==> config.mk <==
export PLATFORM = sky130hd
export DESIGN_NAME = text_glyph_rasterizer
export DESIGN_NICKNAME = d
export VERILOG_FILES = /design/src/hw/rtl/tgr_pkg.sv /design/src/hw/rtl/text_glyph_rasterizer.sv /design/src/hw/rtl/tgr_front.sv /design/src/hw/rtl/tgr_queue.sv /design/src/hw/rtl/tgr_back.sv
export SDC_FILE = /design/constraint.sdc
export NUM_CORES = 1
export LEC_CHECK = 0
export BUFFER_PORTS_ARGS = -buffer_cell sky130_fd_sc_hd__buf_4
export CORE_ASPECT_RATIO = 1.75
export CORE_MARGIN = 1
export CORE_UTILIZATION = 57
export CTS_CLUSTER_DIAMETER = 40
export CTS_CLUSTER_SIZE = 8
export DETAILED_ROUTE_END_ITERATION = 6
export GPL_TIMING_DRIVEN = 0
export PLACE_DENSITY = 0.91
export SLEW_MARGIN = 20
export SYNTH_ARGS = -nofsm -noshare
export SYNTH_HDL_FRONTEND = slang
export SYNTH_MEMORY_MAX_BITS = 65536
export SYNTH_SLANG_ARGS = --single-unit
==> constraint.sdc <==
create_clock -name clk -period 7.1 [get_ports clk]
set_input_delay 0.71 -clock clk [delete_from_list [all_inputs] [get_ports clk]]
set_output_delay 0.71 -clock clk [all_outputs]
set_load 0.02 [all_outputs]
==> src/hw/rtl/tgr_pkg.sv <==
// shared types, constants and font table for the text glyph rasterizer
package tgr_pkg;

    localparam int GLYPH_SIZE = 8;
    localparam int GLYPH_BITS = GLYPH_SIZE * GLYPH_SIZE;
    localparam int POS_W      = $clog2(GLYPH_BITS);
    localparam int SUB_W      = $clog2(GLYPH_SIZE);
    localparam int COORD_W    = 16;
    localparam int PIX_W      = 10;
    localparam int DIM_W      = 11;
    localparam int COLOR_W    = 16;
    localparam int GIDX_W     = 6;
    localparam int QUEUE_DEPTH = 2;

    localparam logic [7:0] NEWLINE_CODE = 8'd10;
    localparam logic [7:0] GLYPH_BASE   = 8'd32;
    localparam logic [7:0] FIRST_DRAWN  = 8'd33;
    localparam logic [7:0] LAST_DRAWN   = 8'd90;

    localparam logic [DIM_W-1:0] DIM_CAP        = 11'd1024;
    localparam logic [DIM_W-1:0] WIDTH_RESET    = 11'd320;
    localparam logic [DIM_W-1:0] HEIGHT_RESET   = 11'd480;

    // register indexes, taken from paddr[2]
    localparam logic REG_SCREEN_WIDTH  = 1'b0;
    localparam logic REG_SCREEN_HEIGHT = 1'b1;

    localparam logic signed [COORD_W-1:0] COORD_MAX = 16'sd32767;
    localparam logic signed [COORD_W-1:0] STEP_LIMIT = 16'sd32759;

    typedef struct packed {
        logic [DIM_W-1:0] width;
        logic [DIM_W-1:0] height;
    } screen_t;

    typedef struct packed {
        logic [GIDX_W-1:0]         glyph_idx;
        logic signed [COORD_W-1:0] col;
        logic signed [COORD_W-1:0] row;
        logic [COLOR_W-1:0]        color;
    } queue_entry_t;

    // saturating advance by one glyph
    function automatic logic signed [COORD_W-1:0] sat_step(input logic signed [COORD_W-1:0] a);
        logic signed [COORD_W-1:0] r;
        if (a > STEP_LIMIT)
            r = COORD_MAX;
        else
            r = a + 16'(GLYPH_SIZE);
        return r;
    endfunction

    // glyph bitmap, row 0 in the top byte, bit 7 of each byte is column 0
    function automatic logic [GLYPH_BITS-1:0] glyph_bits(input logic [GIDX_W-1:0] idx);
        logic [GLYPH_BITS-1:0] g;
        unique case (idx)
            6'd1:  g = 64'h183C3C1818001800;
            6'd2:  g = 64'h3636000000000000;
            6'd3:  g = 64'h36367F367F363600;
            6'd4:  g = 64'h0C3E031E301F0C00;
            6'd5:  g = 64'h006333180C666300;
            6'd6:  g = 64'h1C361C6E3B336E00;
            6'd7:  g = 64'h0606030000000000;
            6'd8:  g = 64'h180C0606060C1800;
            6'd9:  g = 64'h060C1818180C0600;
            6'd10: g = 64'h00663CFF3C660000;
            6'd11: g = 64'h000C0C3F0C0C0000;
            6'd12: g = 64'h00000000000C0600;
            6'd13: g = 64'h0000003F00000000;
            6'd14: g = 64'h00000000000C0C00;
            6'd15: g = 64'h6030180C06030100;
            6'd16: g = 64'h3E63737B6F673E00;
            6'd17: g = 64'h0C0E0C0C0C0C3F00;
            6'd18: g = 64'h1E33301C06333F00;
            6'd19: g = 64'h1E33301C30331E00;
            6'd20: g = 64'h383C36337F307800;
            6'd21: g = 64'h3F031F3030331E00;
            6'd22: g = 64'h1C06031F33331E00;
            6'd23: g = 64'h3F3330180C0C0C00;
            6'd24: g = 64'h1E33331E33331E00;
            6'd25: g = 64'h1E33333E30180E00;
            6'd26: g = 64'h000C0C00000C0C00;
            6'd27: g = 64'h000C0C00000C0600;
            6'd28: g = 64'h180C0603060C1800;
            6'd29: g = 64'h00003F00003F0000;
            6'd30: g = 64'h060C1830180C0600;
            6'd31: g = 64'h1E3330180C000C00;
            6'd32: g = 64'h3E637B7B7B031E00;
            6'd33: g = 64'h0C1E33333F333300;
            6'd34: g = 64'h3F66663E66663F00;
            6'd35: g = 64'h3C66030303663C00;
            6'd36: g = 64'h1F36666666361F00;
            6'd37: g = 64'h7F46161E16467F00;
            6'd38: g = 64'h7F46161E16060F00;
            6'd39: g = 64'h3C66030373667C00;
            6'd40: g = 64'h3333333F33333300;
            6'd41: g = 64'h1E0C0C0C0C0C1E00;
            6'd42: g = 64'h7830303033331E00;
            6'd43: g = 64'h6766361E36666700;
            6'd44: g = 64'h0F06060646667F00;
            6'd45: g = 64'h63777F7F6B636300;
            6'd46: g = 64'h63676F7B73636300;
            6'd47: g = 64'h1C36636363361C00;
            6'd48: g = 64'h3F66663E06060F00;
            6'd49: g = 64'h1E3333333B1E3800;
            6'd50: g = 64'h3F66663E36666700;
            6'd51: g = 64'h1E33070E38331E00;
            6'd52: g = 64'h3F2D0C0C0C0C1E00;
            6'd53: g = 64'h3333333333333F00;
            6'd54: g = 64'h33333333331E0C00;
            6'd55: g = 64'h6363636B7F776300;
            6'd56: g = 64'h6363361C1C366300;
            6'd57: g = 64'h3333331E0C0C1E00;
            6'd58: g = 64'h7F6331184C667F00;
            default: g = '0;
        endcase
        return g;
    endfunction

endpackage

==> src/hw/rtl/text_glyph_rasterizer.sv <==
// first pixel path: an accepted item is written to the glyph queue, loaded into the scan
//   registers once the back end is idle, and registered at the output when the scan reaches its bit
// throughput: a drawn glyph takes a load step, then one glyph bit per cycle while the output
//   is not stalled, up to its last visible lit bit; newline, space and blank codes are not queued
// the front end accepts while the two-entry glyph queue has room; output stalls hold the scan
// reset: cursor, row and line start cleared to 0, width 320, height 480, queue and output empty
module text_glyph_rasterizer
    import tgr_pkg::*;
(
    input  logic                      clk,
    input  logic                      rst_n,
    input  logic                      in_valid,
    output logic                      in_ready,
    input  logic [7:0]                char_code,
    input  logic                      new_string,
    input  logic signed [COORD_W-1:0] origin_x,
    input  logic signed [COORD_W-1:0] origin_y,
    input  logic [COLOR_W-1:0]        ink_color,
    output logic                      out_valid,
    input  logic                      out_ready,
    output logic [PIX_W-1:0]          pixel_x,
    output logic [PIX_W-1:0]          pixel_y,
    output logic [COLOR_W-1:0]        pixel_color,
    output logic                      last_of_glyph,
    input  logic                      psel,
    input  logic                      penable,
    input  logic                      pwrite,
    input  logic [2:0]                paddr,
    input  logic [31:0]               pwdata,
    output logic [31:0]               prdata,
    output logic                      pready
);

    logic [DIM_W-1:0] width_reg, width_next;
    logic [DIM_W-1:0] height_reg, height_next;
    logic             cfg_write;
    screen_t          screen;
    logic             q_full, q_push, q_pop, q_valid;
    queue_entry_t     q_in, q_head;

    // configuration registers
    assign pready    = 1'b1;
    assign cfg_write = psel && penable && pwrite && pready;

    always_comb
    begin
        width_next  = width_reg;
        height_next = height_reg;
        if (cfg_write)
        begin
            unique case (paddr[2])
                REG_SCREEN_WIDTH:  width_next  = pwdata[DIM_W-1:0];
                REG_SCREEN_HEIGHT: height_next = pwdata[DIM_W-1:0];
                default: ;
            endcase
        end
    end

    always_ff @(posedge clk or negedge rst_n)
    begin
        if (!rst_n)
        begin
            width_reg  <= WIDTH_RESET;
            height_reg <= HEIGHT_RESET;
        end
        else
        begin
            width_reg  <= width_next;
            height_reg <= height_next;
        end
    end

    // register readback
    always_comb
    begin
        unique case (paddr[2])
            REG_SCREEN_WIDTH:  prdata = 32'(width_reg);
            REG_SCREEN_HEIGHT: prdata = 32'(height_reg);
            default:           prdata = '0;
        endcase
    end

    // screen limits capped to the output coordinate range
    assign screen.width  = (width_reg > DIM_CAP) ? DIM_CAP : width_reg;
    assign screen.height = (height_reg > DIM_CAP) ? DIM_CAP : height_reg;

    tgr_front u_front (
        .clk        (clk),
        .rst_n      (rst_n),
        .in_valid   (in_valid),
        .in_ready   (in_ready),
        .char_code  (char_code),
        .new_string (new_string),
        .origin_x   (origin_x),
        .origin_y   (origin_y),
        .ink_color  (ink_color),
        .q_full     (q_full),
        .q_push     (q_push),
        .q_data     (q_in)
    );

    tgr_queue u_queue (
        .clk       (clk),
        .rst_n     (rst_n),
        .push      (q_push),
        .push_data (q_in),
        .full      (q_full),
        .pop       (q_pop),
        .valid     (q_valid),
        .head      (q_head)
    );

    tgr_back u_back (
        .clk           (clk),
        .rst_n         (rst_n),
        .screen        (screen),
        .q_valid       (q_valid),
        .q_head        (q_head),
        .q_pop         (q_pop),
        .out_valid     (out_valid),
        .out_ready     (out_ready),
        .pixel_x       (pixel_x),
        .pixel_y       (pixel_y),
        .pixel_color   (pixel_color),
        .last_of_glyph (last_of_glyph)
    );

    // emitted pixels lie inside the clipped screen
    a_pixel_x_on_screen: assert property (@(posedge clk) disable iff (!rst_n)
        out_valid |-> ({1'b0, pixel_x} < screen.width))
        else $error("pixel column outside screen");

    a_pixel_y_on_screen: assert property (@(posedge clk) disable iff (!rst_n)
        out_valid |-> ({1'b0, pixel_y} < screen.height))
        else $error("pixel row outside screen");

    // a full queue stalls the input side
    a_full_stalls_input: assert property (@(posedge clk) disable iff (!rst_n)
        q_full |-> !in_ready && !q_push)
        else $error("item accepted into full glyph queue");

endmodule

==> src/hw/rtl/tgr_front.sv <==
// front end: accepts characters, tracks the cursor and queues drawable glyphs
module tgr_front
    import tgr_pkg::*;
(
    input  logic                      clk,
    input  logic                      rst_n,
    input  logic                      in_valid,
    output logic                      in_ready,
    input  logic [7:0]                char_code,
    input  logic                      new_string,
    input  logic signed [COORD_W-1:0] origin_x,
    input  logic signed [COORD_W-1:0] origin_y,
    input  logic [COLOR_W-1:0]        ink_color,
    input  logic                      q_full,
    output logic                      q_push,
    output queue_entry_t              q_data
);

    logic signed [COORD_W-1:0] cursor_col_reg, cursor_col_next;
    logic signed [COORD_W-1:0] cursor_row_reg, cursor_row_next;
    logic signed [COORD_W-1:0] line_start_reg, line_start_next;
    logic signed [COORD_W-1:0] cur_col, cur_row, cur_line;
    logic                      accept;
    logic                      drawable;
    logic [7:0]                glyph_off;

    assign in_ready = !q_full;
    assign accept   = in_valid && in_ready;

    // cursor as seen by this item after an optional string restart
    always_comb
    begin
        if (new_string)
        begin
            cur_col  = origin_x;
            cur_row  = origin_y;
            cur_line = origin_x;
        end
        else
        begin
            cur_col  = cursor_col_reg;
            cur_row  = cursor_row_reg;
            cur_line = line_start_reg;
        end
    end

    // only codes with a non-blank glyph go to the back end
    assign drawable  = (char_code >= FIRST_DRAWN) && (char_code <= LAST_DRAWN);
    assign glyph_off = char_code - GLYPH_BASE;

    assign q_push           = accept && drawable;
    assign q_data.glyph_idx = glyph_off[GIDX_W-1:0];
    assign q_data.col       = cur_col;
    assign q_data.row       = cur_row;
    assign q_data.color     = ink_color;

    // cursor update
    always_comb
    begin
        cursor_col_next = cursor_col_reg;
        cursor_row_next = cursor_row_reg;
        line_start_next = line_start_reg;
        if (accept)
        begin
            line_start_next = cur_line;
            if (char_code == NEWLINE_CODE)
            begin
                cursor_col_next = cur_line;
                cursor_row_next = sat_step(cur_row);
            end
            else
            begin
                cursor_col_next = sat_step(cur_col);
                cursor_row_next = cur_row;
            end
        end
    end

    always_ff @(posedge clk or negedge rst_n)
    begin
        if (!rst_n)
        begin
            cursor_col_reg <= '0;
            cursor_row_reg <= '0;
            line_start_reg <= '0;
        end
        else
        begin
            cursor_col_reg <= cursor_col_next;
            cursor_row_reg <= cursor_row_next;
            line_start_reg <= line_start_next;
        end
    end

endmodule

==> src/hw/rtl/tgr_queue.sv <==
// two-entry queue between the front end and the rasterizer
module tgr_queue
    import tgr_pkg::*;
(
    input  logic         clk,
    input  logic         rst_n,
    input  logic         push,
    input  queue_entry_t push_data,
    output logic         full,
    input  logic         pop,
    output logic         valid,
    output queue_entry_t head
);

    localparam int PTR_W = $clog2(QUEUE_DEPTH);

    queue_entry_t          mem_reg [QUEUE_DEPTH];
    logic [PTR_W-1:0]      wr_ptr_reg, wr_ptr_next;
    logic [PTR_W-1:0]      rd_ptr_reg, rd_ptr_next;
    logic [PTR_W:0]        count_reg, count_next;

    assign full  = (count_reg == (PTR_W+1)'(QUEUE_DEPTH));
    assign valid = (count_reg != '0);
    assign head  = mem_reg[rd_ptr_reg];

    // pointer and count update
    always_comb
    begin
        wr_ptr_next = wr_ptr_reg;
        rd_ptr_next = rd_ptr_reg;
        count_next  = count_reg;
        if (push)
            wr_ptr_next = (wr_ptr_reg == PTR_W'(QUEUE_DEPTH-1)) ? '0 : wr_ptr_reg + 1'b1;
        if (pop)
            rd_ptr_next = (rd_ptr_reg == PTR_W'(QUEUE_DEPTH-1)) ? '0 : rd_ptr_reg + 1'b1;
        if (push && !pop)
            count_next = count_reg + 1'b1;
        else if (pop && !push)
            count_next = count_reg - 1'b1;
    end

    always_ff @(posedge clk or negedge rst_n)
    begin
        if (!rst_n)
        begin
            wr_ptr_reg <= '0;
            rd_ptr_reg <= '0;
            count_reg  <= '0;
        end
        else
        begin
            wr_ptr_reg <= wr_ptr_next;
            rd_ptr_reg <= rd_ptr_next;
            count_reg  <= count_next;
        end
    end

    // entry storage
    always_ff @(posedge clk)
    begin
        if (push)
            mem_reg[wr_ptr_reg] <= push_data;
    end

endmodule

==> src/hw/rtl/tgr_back.sv <==
// back end: clips one glyph to the screen and scans out its lit pixels
module tgr_back
    import tgr_pkg::*;
(
    input  logic               clk,
    input  logic               rst_n,
    input  screen_t            screen,
    input  logic               q_valid,
    input  queue_entry_t       q_head,
    output logic               q_pop,
    output logic               out_valid,
    input  logic               out_ready,
    output logic [PIX_W-1:0]   pixel_x,
    output logic [PIX_W-1:0]   pixel_y,
    output logic [COLOR_W-1:0] pixel_color,
    output logic               last_of_glyph
);

    localparam int EXT_W = COORD_W + 2;

    logic                  busy_reg, busy_next;
    logic [POS_W-1:0]      pos_reg, pos_next;
    logic [GLYPH_BITS-1:0] mask_reg, mask_next;
    logic [PIX_W-1:0]      col_reg, col_next;
    logic [PIX_W-1:0]      row_reg, row_next;
    logic [COLOR_W-1:0]    color_reg, color_next;

    logic                  out_valid_reg, out_valid_next;
    logic [PIX_W-1:0]      pixel_x_reg, pixel_x_next;
    logic [PIX_W-1:0]      pixel_y_reg, pixel_y_next;
    logic [COLOR_W-1:0]    pixel_color_reg, pixel_color_next;
    logic                  last_reg, last_next;

    logic [GLYPH_SIZE-1:0] col_vis, row_vis;
    logic [GLYPH_BITS-1:0] glyph, load_mask, mask_clr;
    logic signed [EXT_W-1:0] px_ext, py_ext;
    logic                  advance, load;

    // per-column and per-row visibility of the glyph at the queue head
    always_comb
    begin
        px_ext = '0;
        py_ext = '0;
        for (int i = 0; i < GLYPH_SIZE; i++)
        begin
            px_ext = EXT_W'(q_head.col) + EXT_W'(i);
            py_ext = EXT_W'(q_head.row) + EXT_W'(i);
            col_vis[i] = !px_ext[EXT_W-1] && (px_ext[EXT_W-2:0] < (EXT_W-1)'(screen.width));
            row_vis[i] = !py_ext[EXT_W-1] && (py_ext[EXT_W-2:0] < (EXT_W-1)'(screen.height));
        end
    end

    // visible lit bits, bit r*8+c for row r and column c
    assign glyph = glyph_bits(q_head.glyph_idx);
    always_comb
    begin
        for (int r = 0; r < GLYPH_SIZE; r++)
        begin
            for (int c = 0; c < GLYPH_SIZE; c++)
            begin
                load_mask[r*GLYPH_SIZE + c] = glyph[GLYPH_BITS-1 - (r*GLYPH_SIZE + c)]
                                              && row_vis[r] && col_vis[c];
            end
        end
    end

    assign advance  = !out_valid_reg || out_ready;
    assign load     = !busy_reg && q_valid;
    assign q_pop    = load;
    assign mask_clr = mask_reg & ~(GLYPH_BITS'(1) << pos_reg);

    // scan sequencer and output register
    always_comb
    begin
        busy_next        = busy_reg;
        pos_next         = pos_reg;
        mask_next        = mask_reg;
        col_next         = col_reg;
        row_next         = row_reg;
        color_next       = color_reg;
        out_valid_next   = out_valid_reg;
        pixel_x_next     = pixel_x_reg;
        pixel_y_next     = pixel_y_reg;
        pixel_color_next = pixel_color_reg;
        last_next        = last_reg;

        if (out_valid_reg && out_ready)
            out_valid_next = 1'b0;

        if (load)
        begin
            busy_next  = (load_mask != '0);
            pos_next   = '0;
            mask_next  = load_mask;
            col_next   = q_head.col[PIX_W-1:0];
            row_next   = q_head.row[PIX_W-1:0];
            color_next = q_head.color;
        end
        else if (busy_reg && advance)
        begin
            if (mask_reg[pos_reg])
            begin
                out_valid_next   = 1'b1;
                pixel_x_next     = col_reg + PIX_W'(pos_reg[SUB_W-1:0]);
                pixel_y_next     = row_reg + PIX_W'(pos_reg[POS_W-1:SUB_W]);
                pixel_color_next = color_reg;
                last_next        = (mask_clr == '0);
            end
            mask_next = mask_clr;
            pos_next  = pos_reg + 1'b1;
            busy_next = (mask_clr != '0);
        end
    end

    always_ff @(posedge clk or negedge rst_n)
    begin
        if (!rst_n)
        begin
            busy_reg      <= 1'b0;
            out_valid_reg <= 1'b0;
        end
        else
        begin
            busy_reg      <= busy_next;
            out_valid_reg <= out_valid_next;
        end
    end

    always_ff @(posedge clk)
    begin
        pos_reg         <= pos_next;
        mask_reg        <= mask_next;
        col_reg         <= col_next;
        row_reg         <= row_next;
        color_reg       <= color_next;
        pixel_x_reg     <= pixel_x_next;
        pixel_y_reg     <= pixel_y_next;
        pixel_color_reg <= pixel_color_next;
        last_reg        <= last_next;
    end

    assign out_valid     = out_valid_reg;
    assign pixel_x       = pixel_x_reg;
    assign pixel_y       = pixel_y_reg;
    assign pixel_color   = pixel_color_reg;
    assign last_of_glyph = last_reg;

endmodule
==> out/metrics.cfg, run 1 <==
[clocking]
cts_buffers = 48
clock-root-buffer = clkbuf_16
clock_path_buffers = 3
cts_sinks = 327
cts_hold_buf = 0
cts_max_level = 2

[synthesis]
synthTopCellsByArea = edfxtp_1 28%, ha_1 8.7%, dfrtp_1 6.8%
synth_area_leader_cell = edfxtp_1
synth_edf_count = 245
syn_inst = 2708
synth.distinct_cells = 102
async_flop_share_pct = 23.2
ys.flop_type = edfxtp_1
ys_warn_count = 0
ys_seq_elements = 327
ys_seq_area_share_pct = 36.3
syn-cell-area_mm2 = 0.0259
avgSynthCellArea_um2 = 9.56
synthTopCellsByCount = 245 x edfxtp_1, 245 x nand2_1, 206 x o21ai_0, 179 x ha_1, 159 x a21oi_1
synth_top_area_share_pct = 28.4

[placement]
routabilityCongestion = 1.17
placed_area_mm2 = 0.0277
post-dp-hpwl_mm = 90.9
io_buffers = 124

[global_route]
grt_max_degree = 77
grt-ovfl-total = 114
grt_pass1_wl_mm = 201
grt_usage_pct = 59.2
grt_pass1_vias = 29700

[die]
die_w_um = 163
num_rows = 102
start_util_pct = 58.1
num_io_pins = 171
fp.dieH_um = 284

[run_status]
toolErrorMsg = [ERROR GRT-0116] Global routing finished with congestion. Check the congestion regions in the DRC Viewer.
lastStage = global routing (5_1_grt)
status = did not finish

kinds of logic after synthesis:
kind of cell | share of synthesized area (%)
adders and majority gates | 8.85
other | 0.0290
DFF | 36.3
AOI/OAI and AO/OA | 20.2
muxes | 8.86
and+or+nand+nor | 15.1
buffers and inverters | 4.96
xor gates and xnor gates | 5.79
stage by stage:
step | cells | setup slack, ps
4_1_cts | 3525 | 18.5
3_5_place_dp | 3435 | -1820
3_3_place_gp | 3424 | -2900
2_1_floorplan | 2728 | 326
metal layers:
| layer | GRT overflow | track usage (%) |
|---|---|---|
| met3 | 2 | 32.2 |
| met1 | 0 | 59.2 |
| met2 | 53 | 84.6 |
| met4 | 59 | 59.5 |
| met5 | 0 | 0 |
repair_timing:
item | 4_1_cts
endpoints found under the setup margin | 50
pin swaps | 2
buffers inserted | 2
resized for setup | 18
==> inputs of run 2 (changes only) <==
--- a/config.mk
+++ b/config.mk
@@ -6,14 +6,11 @@
 export NUM_CORES = 1
 export LEC_CHECK = 0
 export BUFFER_PORTS_ARGS = -buffer_cell sky130_fd_sc_hd__buf_4
-export CORE_ASPECT_RATIO = 1.75
 export CORE_MARGIN = 1
-export CORE_UTILIZATION = 57
-export CTS_CLUSTER_DIAMETER = 40
-export CTS_CLUSTER_SIZE = 8
+export CORE_UTILIZATION = 40
 export DETAILED_ROUTE_END_ITERATION = 6
 export GPL_TIMING_DRIVEN = 0
-export PLACE_DENSITY = 0.91
+export PLACE_DENSITY_LB_ADDON = 0.15
 export SLEW_MARGIN = 20
 export SYNTH_ARGS = -nofsm -noshare
 export SYNTH_HDL_FRONTEND = slang
==> constraint.sdc (replaced) <==
create_clock -name clk -period 9.2 [get_ports clk]
set_input_delay 0.92 -clock clk [delete_from_list [all_inputs] [get_ports clk]]
set_output_delay 0.92 -clock clk [all_outputs]
set_load 0.02 [all_outputs]
==> out/metrics.cfg, run 2 <==
[hold_path]
holdCritPathClass = flip-flop to flip-flop

[power]
power_density_mw_per_mm2 = 298
p_total_w = 0.00874
leakagePower_nw = 11.1
irDropWorstVdd_mv = 0.169

[clocking]
clock-root-buffer = clkbuf_16
post_cts_resized = 0  ; -18
cts_tree = built
cts_max_level = 2  ; unchanged
insertion_delay_ps = 570
cts_sinks = 327  ; unchanged
cts_hold_buf = 0  ; unchanged
clock_path_buffers = 3  ; unchanged
clk_pin_slew_ps = 60
postCtsSetupBuffers = 0  ; -2
cts_buffers = 37  ; -23%

[synthesis]
synthTopCellsByCount = 245 x edfxtp_1, 245 x nand2_1, 206 x o21ai_0, 179 x ha_1, 159 x a21oi_1
ys_seq_area_share_pct = 36.3  ; unchanged
syn_inst = 2708  ; unchanged
ys.flop_type = edfxtp_1
ys_seq_elements = 327  ; unchanged
synth.distinct_cells = 102  ; unchanged
synth_area_leader_cell = edfxtp_1
ys_warn_count = 0  ; unchanged
avgSynthCellArea_um2 = 9.56  ; unchanged
async_flop_share_pct = 23.2  ; unchanged
synth_edf_count = 245  ; unchanged
synth_top_area_share_pct = 28.4  ; unchanged
syn-cell-area_mm2 = 0.0259  ; unchanged
synthTopCellsByArea = edfxtp_1 28%, ha_1 8.7%, dfrtp_1 6.8%

[sta]
max_freq_mhz = 117
slew_viol_final = 0
slew_headroom_pct = 13.9
worst_hold_slack_ps = 417
final.period_utilization_pct = 93.1
fin_ws_ps = 635
fin_skew_ps = 35.8
setup_viol = 0
worstMarginPinSlew_ps = 1260
tns_ps = 0
period_minus_slack_ps = 8560
hold_viol = 0
rsz0062_at_grt = no

[placement]
dpl_worst_slack_ps = 861  ; +2680 ps
io_buffers = 124  ; unchanged
routabilityCongestion = 1.06  ; -8.9%
post-dp-hpwl_mm = 86.6  ; -4.8%

[die]
fp.coreArea_mm2 = 0.0635
die_w_um = 256  ; +57%
num_rows = 92  ; -9.8%
fp.dieH_um = 256  ; -9.7%
num_io_pins = 171  ; unchanged
design.die.area_mm2 = 0.0657
start_util_pct = 40.7  ; -17 points

[drt]
wirelength_mm = 111
wl_per_cell_um = 29.4
drc_errors = 0
routed_via_density = 6.40
vias = 24200
first_iter_violations = 3013
ant_nets = 0
first_pass_iters = 7

[run_status]
status = complete, no violations

[final_layout]
syn_to_final_growth_pct = 13.5
nets = 3185
largest_reg_flops = 108
drive_above_1_share_pct = 15.2
post-route-util_pct = 46.2
final_cell_mix = 245 x nand2_1, 245 x edfxtp_1, 205 x o21ai_0, 179 x ha_1, 159 x a21oi_1

[global_route]
grt_use_met2_pct = 49.6
grt_usage_pct = 33.1
antenna_found_initial = 2
use_met3_pct = 6.61
grt_util_met1_pct = 47.9
grt-ovfl-total = 0
grt_max_degree = 77
grt_pass1_wl_mm = 162
grt_pass1_vias = 23500
gr-max-usage-layer = met2

[run]
maxCapViolations = 0

[worst_setup_path]
worstPathRequired_ps = 9690
path_class = flip-flop to flip-flop
cp-end-kind = flip-flop
cp.arrival_ps = 9060
crit_path_start_kind = flip-flop
crit_fanout = 10

run 2: cell type report:
class | instances | area (µm²)
clock inverters | 14 | 126
well taps | 846 | 1060
flip-flops and latches | 327 | 9390
diodes | 1 | 2.50
multi-input cells | 2137 | 15300
clock buffers | 54 | 1080
plain buffers | 172 | 942
repair buffers | 138 | 1080
fillers | 6142 | 34200
inverters | 92 | 345
run 2: metal layers:
layer | wire, µm | up-vias
li1 | - | 10700
met1 | 50400 | 12000
met2 | 47900 | 1287
met3 | 9750 | 189
met4 | 3160 | 2
met5 | 12 | -
run 2: cell families after synthesis:
family | after synthesis | share of synthesized area (%)
xor+xnor | 171 | 5.79
flops | 327 | 36.3
other cells | 2 | 0.0290
fa+ha+maj | 182 | 8.85
simple gates | 796 | 15.1
buf+inv | 264 | 4.96
compound gates | 783 | 20.2
mux | 183 | 8.86
run 2: power by group:
group / total (W) / switching, W / leakage (nW) / internal [W]
clock: 0.00145 / 0.000600 / 0.592 / 0.000852
combinational: 0.00495 / 0.00331 / 7.19 / 0.00164
sequential: 0.00235 / 0.000238 / 3.33 / 0.00211
total: 0.00874 / 0.00415 / 11.1 / 0.00460
run 2: final timing paths:
check                                      from  slack (ps)  cells past startpoint                endpoint
min in group asynchronous                 rst_n         430                      1      u_queue.wr_ptr_reg
hold reg to reg            u_back.color_reg[14]         420                      0  u_back.pixel_color[14]
max in group asynchronous                 rst_n        8200                      1           height_reg[0]
hold / removal             u_back.color_reg[14]         420                      0  u_back.pixel_color[14]
setup / recovery             u_queue.rd_ptr_reg         640                     27         u_back.busy_reg
setup reg to reg             u_queue.rd_ptr_reg         640                     27         u_back.busy_reg
run 2: worst max-delay path, cell delays in order (launching register included):
cell and delay (ps):
dfrtp_1 370, buf_6 170, buf_8 150, buf_12 150
buf_12 150, buf_12 150, buf_4 180, buf_2 260
buf_2 310, buf_1 730, mux2i_2 400, inv_1 230
ha_1 320, inv_1 160, a21oi_1 600, buf_2 380
nand2_1 100, xnor2_1 170, ha_1 310, a21o_1 180
a21oi_1 120, o21ai_0 100, a221oi_1 640, nand4_1 580
a2111oi_1 1030, a2111oi_0 190, nand4_1 180, o31a_1 160
run 2: through the flow:
step	cells	cell area [µm²]
2_1_floorplan	2728	26000
3_3_place_gp	3698	27900
3_5_place_dp	3712	28100
4_1_cts	3780	29400
5_1_grt	3780	29400
6_report	3781	29400
Power figures use the tool's default switching activity.
==> inputs of run 3 (changes only) <==
--- a/config.mk
+++ b/config.mk
@@ -9,7 +9,6 @@
 export CORE_MARGIN = 1
 export CORE_UTILIZATION = 40
 export DETAILED_ROUTE_END_ITERATION = 6
-export GPL_TIMING_DRIVEN = 0
 export PLACE_DENSITY_LB_ADDON = 0.15
 export SLEW_MARGIN = 20
 export SYNTH_ARGS = -nofsm -noshare
==> out/metrics.cfg, run 3 (synthesis results as in run 2) <==
[clocking]
insertion_delay_ps = 580  ; about the same
cts_buffers = 40  ; +8.1%
postCtsSetupBuffers = 0  ; unchanged
cts_max_level = 2  ; unchanged
clock-root-buffer = clkbuf_16
post_cts_resized = 0  ; unchanged
cts_hold_buf = 0  ; unchanged
clk_pin_slew_ps = 60  ; about the same
clock_path_buffers = 3  ; unchanged
cts_sinks = 327  ; unchanged
cts_tree = built

[global_route]
grt_util_met1_pct = 40.7  ; -7.2 points
antenna_found_initial = 1  ; -1
grt_pass1_vias = 22100  ; -6.0%
grt-ovfl-total = 0  ; unchanged
grt_max_degree = 91  ; +18%
gr-max-usage-layer = met2
use_met3_pct = 5.06  ; -1.6 points
grt_use_met2_pct = 41.4  ; -8.1 points
grt_usage_pct = 27.8  ; -5.3 points
grt_pass1_wl_mm = 140  ; -13%

[worst_setup_path]
path_class = flip-flop to flip-flop
crit_start = u_queue.rd_ptr_reg
worstReg2RegStart = u_queue.rd_ptr_reg
cp.arrival_ps = 6950  ; -2110 ps
crit_fanout = 50  ; +40
worstPathRequired_ps = 9700  ; about the same
crit_path_start_kind = flip-flop
cp-end-kind = flip-flop

[final_layout]
largest_reg_flops = 108  ; unchanged
final_cells = 3645  ; -3.6%
syn_to_final_growth_pct = 11.1
drive_above_1_share_pct = 14.4  ; -0.77 points
diodes = 0  ; -1
final_cell_mix = 245 x nand2_1, 245 x edfxtp_1, 205 x o21ai_0, 179 x ha_1, 169 x buf_4
nets = 3047  ; -4.3%

[hold_path]
holdCritPathClass = input pin to asynchronous set/reset pin

[sta]
worstMarginPinSlew_ps = 1300  ; +38.1 ps
slew_headroom_pct = 12.8  ; -1.1 points
tns_ps = 0  ; unchanged
fin_skew_ps = 16.6  ; -19.2 ps
worst_hold_slack_ps = 338  ; -79.5 ps
slew_viol_final = 0  ; unchanged
hold_viol = 0  ; unchanged
final.period_utilization_pct = 70.1  ; -23 points
period_minus_slack_ps = 6450  ; -2110 ps
rsz0062_at_grt = no
fin_ws_ps = 2750  ; +2110 ps
setup_viol = 0  ; unchanged
max_freq_mhz = 155  ; +33%

[die]
design.die.area_mm2 = 0.0657  ; unchanged
num_io_pins = 171  ; unchanged
die_w_um = 256  ; unchanged
start_util_pct = 40.7  ; unchanged
fp.dieH_um = 256  ; unchanged
num_rows = 92  ; unchanged
fp.coreArea_mm2 = 0.0635  ; unchanged

[placement]
dpl_worst_slack_ps = 2880  ; +2020 ps
io_buffers = 125  ; +0.81%
post-dp-hpwl_mm = 69.0  ; -20%
routabilityCongestion = 0.987  ; -7.1%
dp.cells = 3571  ; -3.8%

[drt]
routed_via_density = 6.34  ; -0.83%
wirelength_mm = 94.4  ; -15%
vias = 23100  ; -4.4%
wl_per_cell_um = 25.9  ; -12%
first_iter_violations = 2648  ; -12%
ant_nets = 0  ; unchanged
first_pass_iters = 6  ; -1
drc_errors = 0  ; unchanged

[run_status]
status = complete, no violations

[power]
power_density_mw_per_mm2 = 294  ; -1.4%
p_total_w = 0.00844  ; -3.5%
leakagePower_nw = 10.8  ; -2.7%
irDropWorstVdd_mv = 0.153  ; -9.5%

[run]
maxCapViolations = 0  ; unchanged

run 3: cell count changes in the layout (fill, tap and decap cells not counted), moves of 3 or more:
cell       previous run  this run
buf_12                5         0
buf_8                 3         0
buf_6                11         0
clkbuf_8              5         2
buf_4               154       169
bufinv_16             1         5
buf_2                42         0
buf_1                16         0
clkbuf_1             87         6
inv_6                 1         4
run 3: worst max-delay path, cell delays in order (launching register included):
cell and delay (ps):
dfrtp_4 690, buf_4 540, mux2i_1 350, inv_1 310
ha_1 360, a21boi_0 680, and2_0 400, nand2_1 110
xnor2_1 160, ha_1 340, a211oi_1 230, o21ai_0 130
a311oi_1 220, o32ai_1 160, or4_1 660, or3_1 520
o21ai_0 110, a21oi_1 110, nand4_1 80, o31a_1 160
run 3: worst paths after layout:
| path | end | slack (ps) | cells after the start |
|---|---|---|---|
| setup / recovery | u_back.busy_reg | 2750 | 19 |
| hold / removal | u_front.line_start_reg[10] | 340 | 1 |
| setup reg to reg | u_back.busy_reg | 2750 | 19 |
| hold reg to reg | u_back.pixel_color[8] | 420 | 0 |
| max in group asynchronous | width_reg[4] | 7840 | 2 |
| min in group clk | u_back.pixel_color[8] | 420 | 0 |
run 3: stage by stage:
stage / utilization [%] / cell area, µm²
finish: 45.2 / 28700
global route: 45.2 / 28700
CTS: 45.2 / 28700
detailed placement: 43.1 / 27400
global placement: 43.1 / 27400
floorplan: - / 26000
run 3: report_power, final:
part | leakage [nW] | switching, W | internal [W] | total [W]
clock | 0.672 | 0.000663 | 0.000972 | 0.00163
combinational | 6.81 | 0.00291 | 0.00153 | 0.00444
sequential | 3.33 | 0.000253 | 0.00211 | 0.00237
run 3: final cells by class:
cell class / count / area, µm²
repair buffers: 169 / 1270
well taps: 846 / 1060
multi-input cells: 2137 / 15300
clock buffers: 48 / 1050
inverters: 92 / 348
fillers: 6189 / 34800
flip-flops and latches: 327 / 9390
clock inverters: 26 / 322
run 3: layer usage:
| layer | vias up | wire [µm] |
|---|---|---|
| li1 | 10400 | - |
| met1 | 11400 | 42600 |
| met2 | 1118 | 41000 |
| met3 | 177 | 8370 |
| met4 | 2 | 2500 |
| met5 | - | 13 |
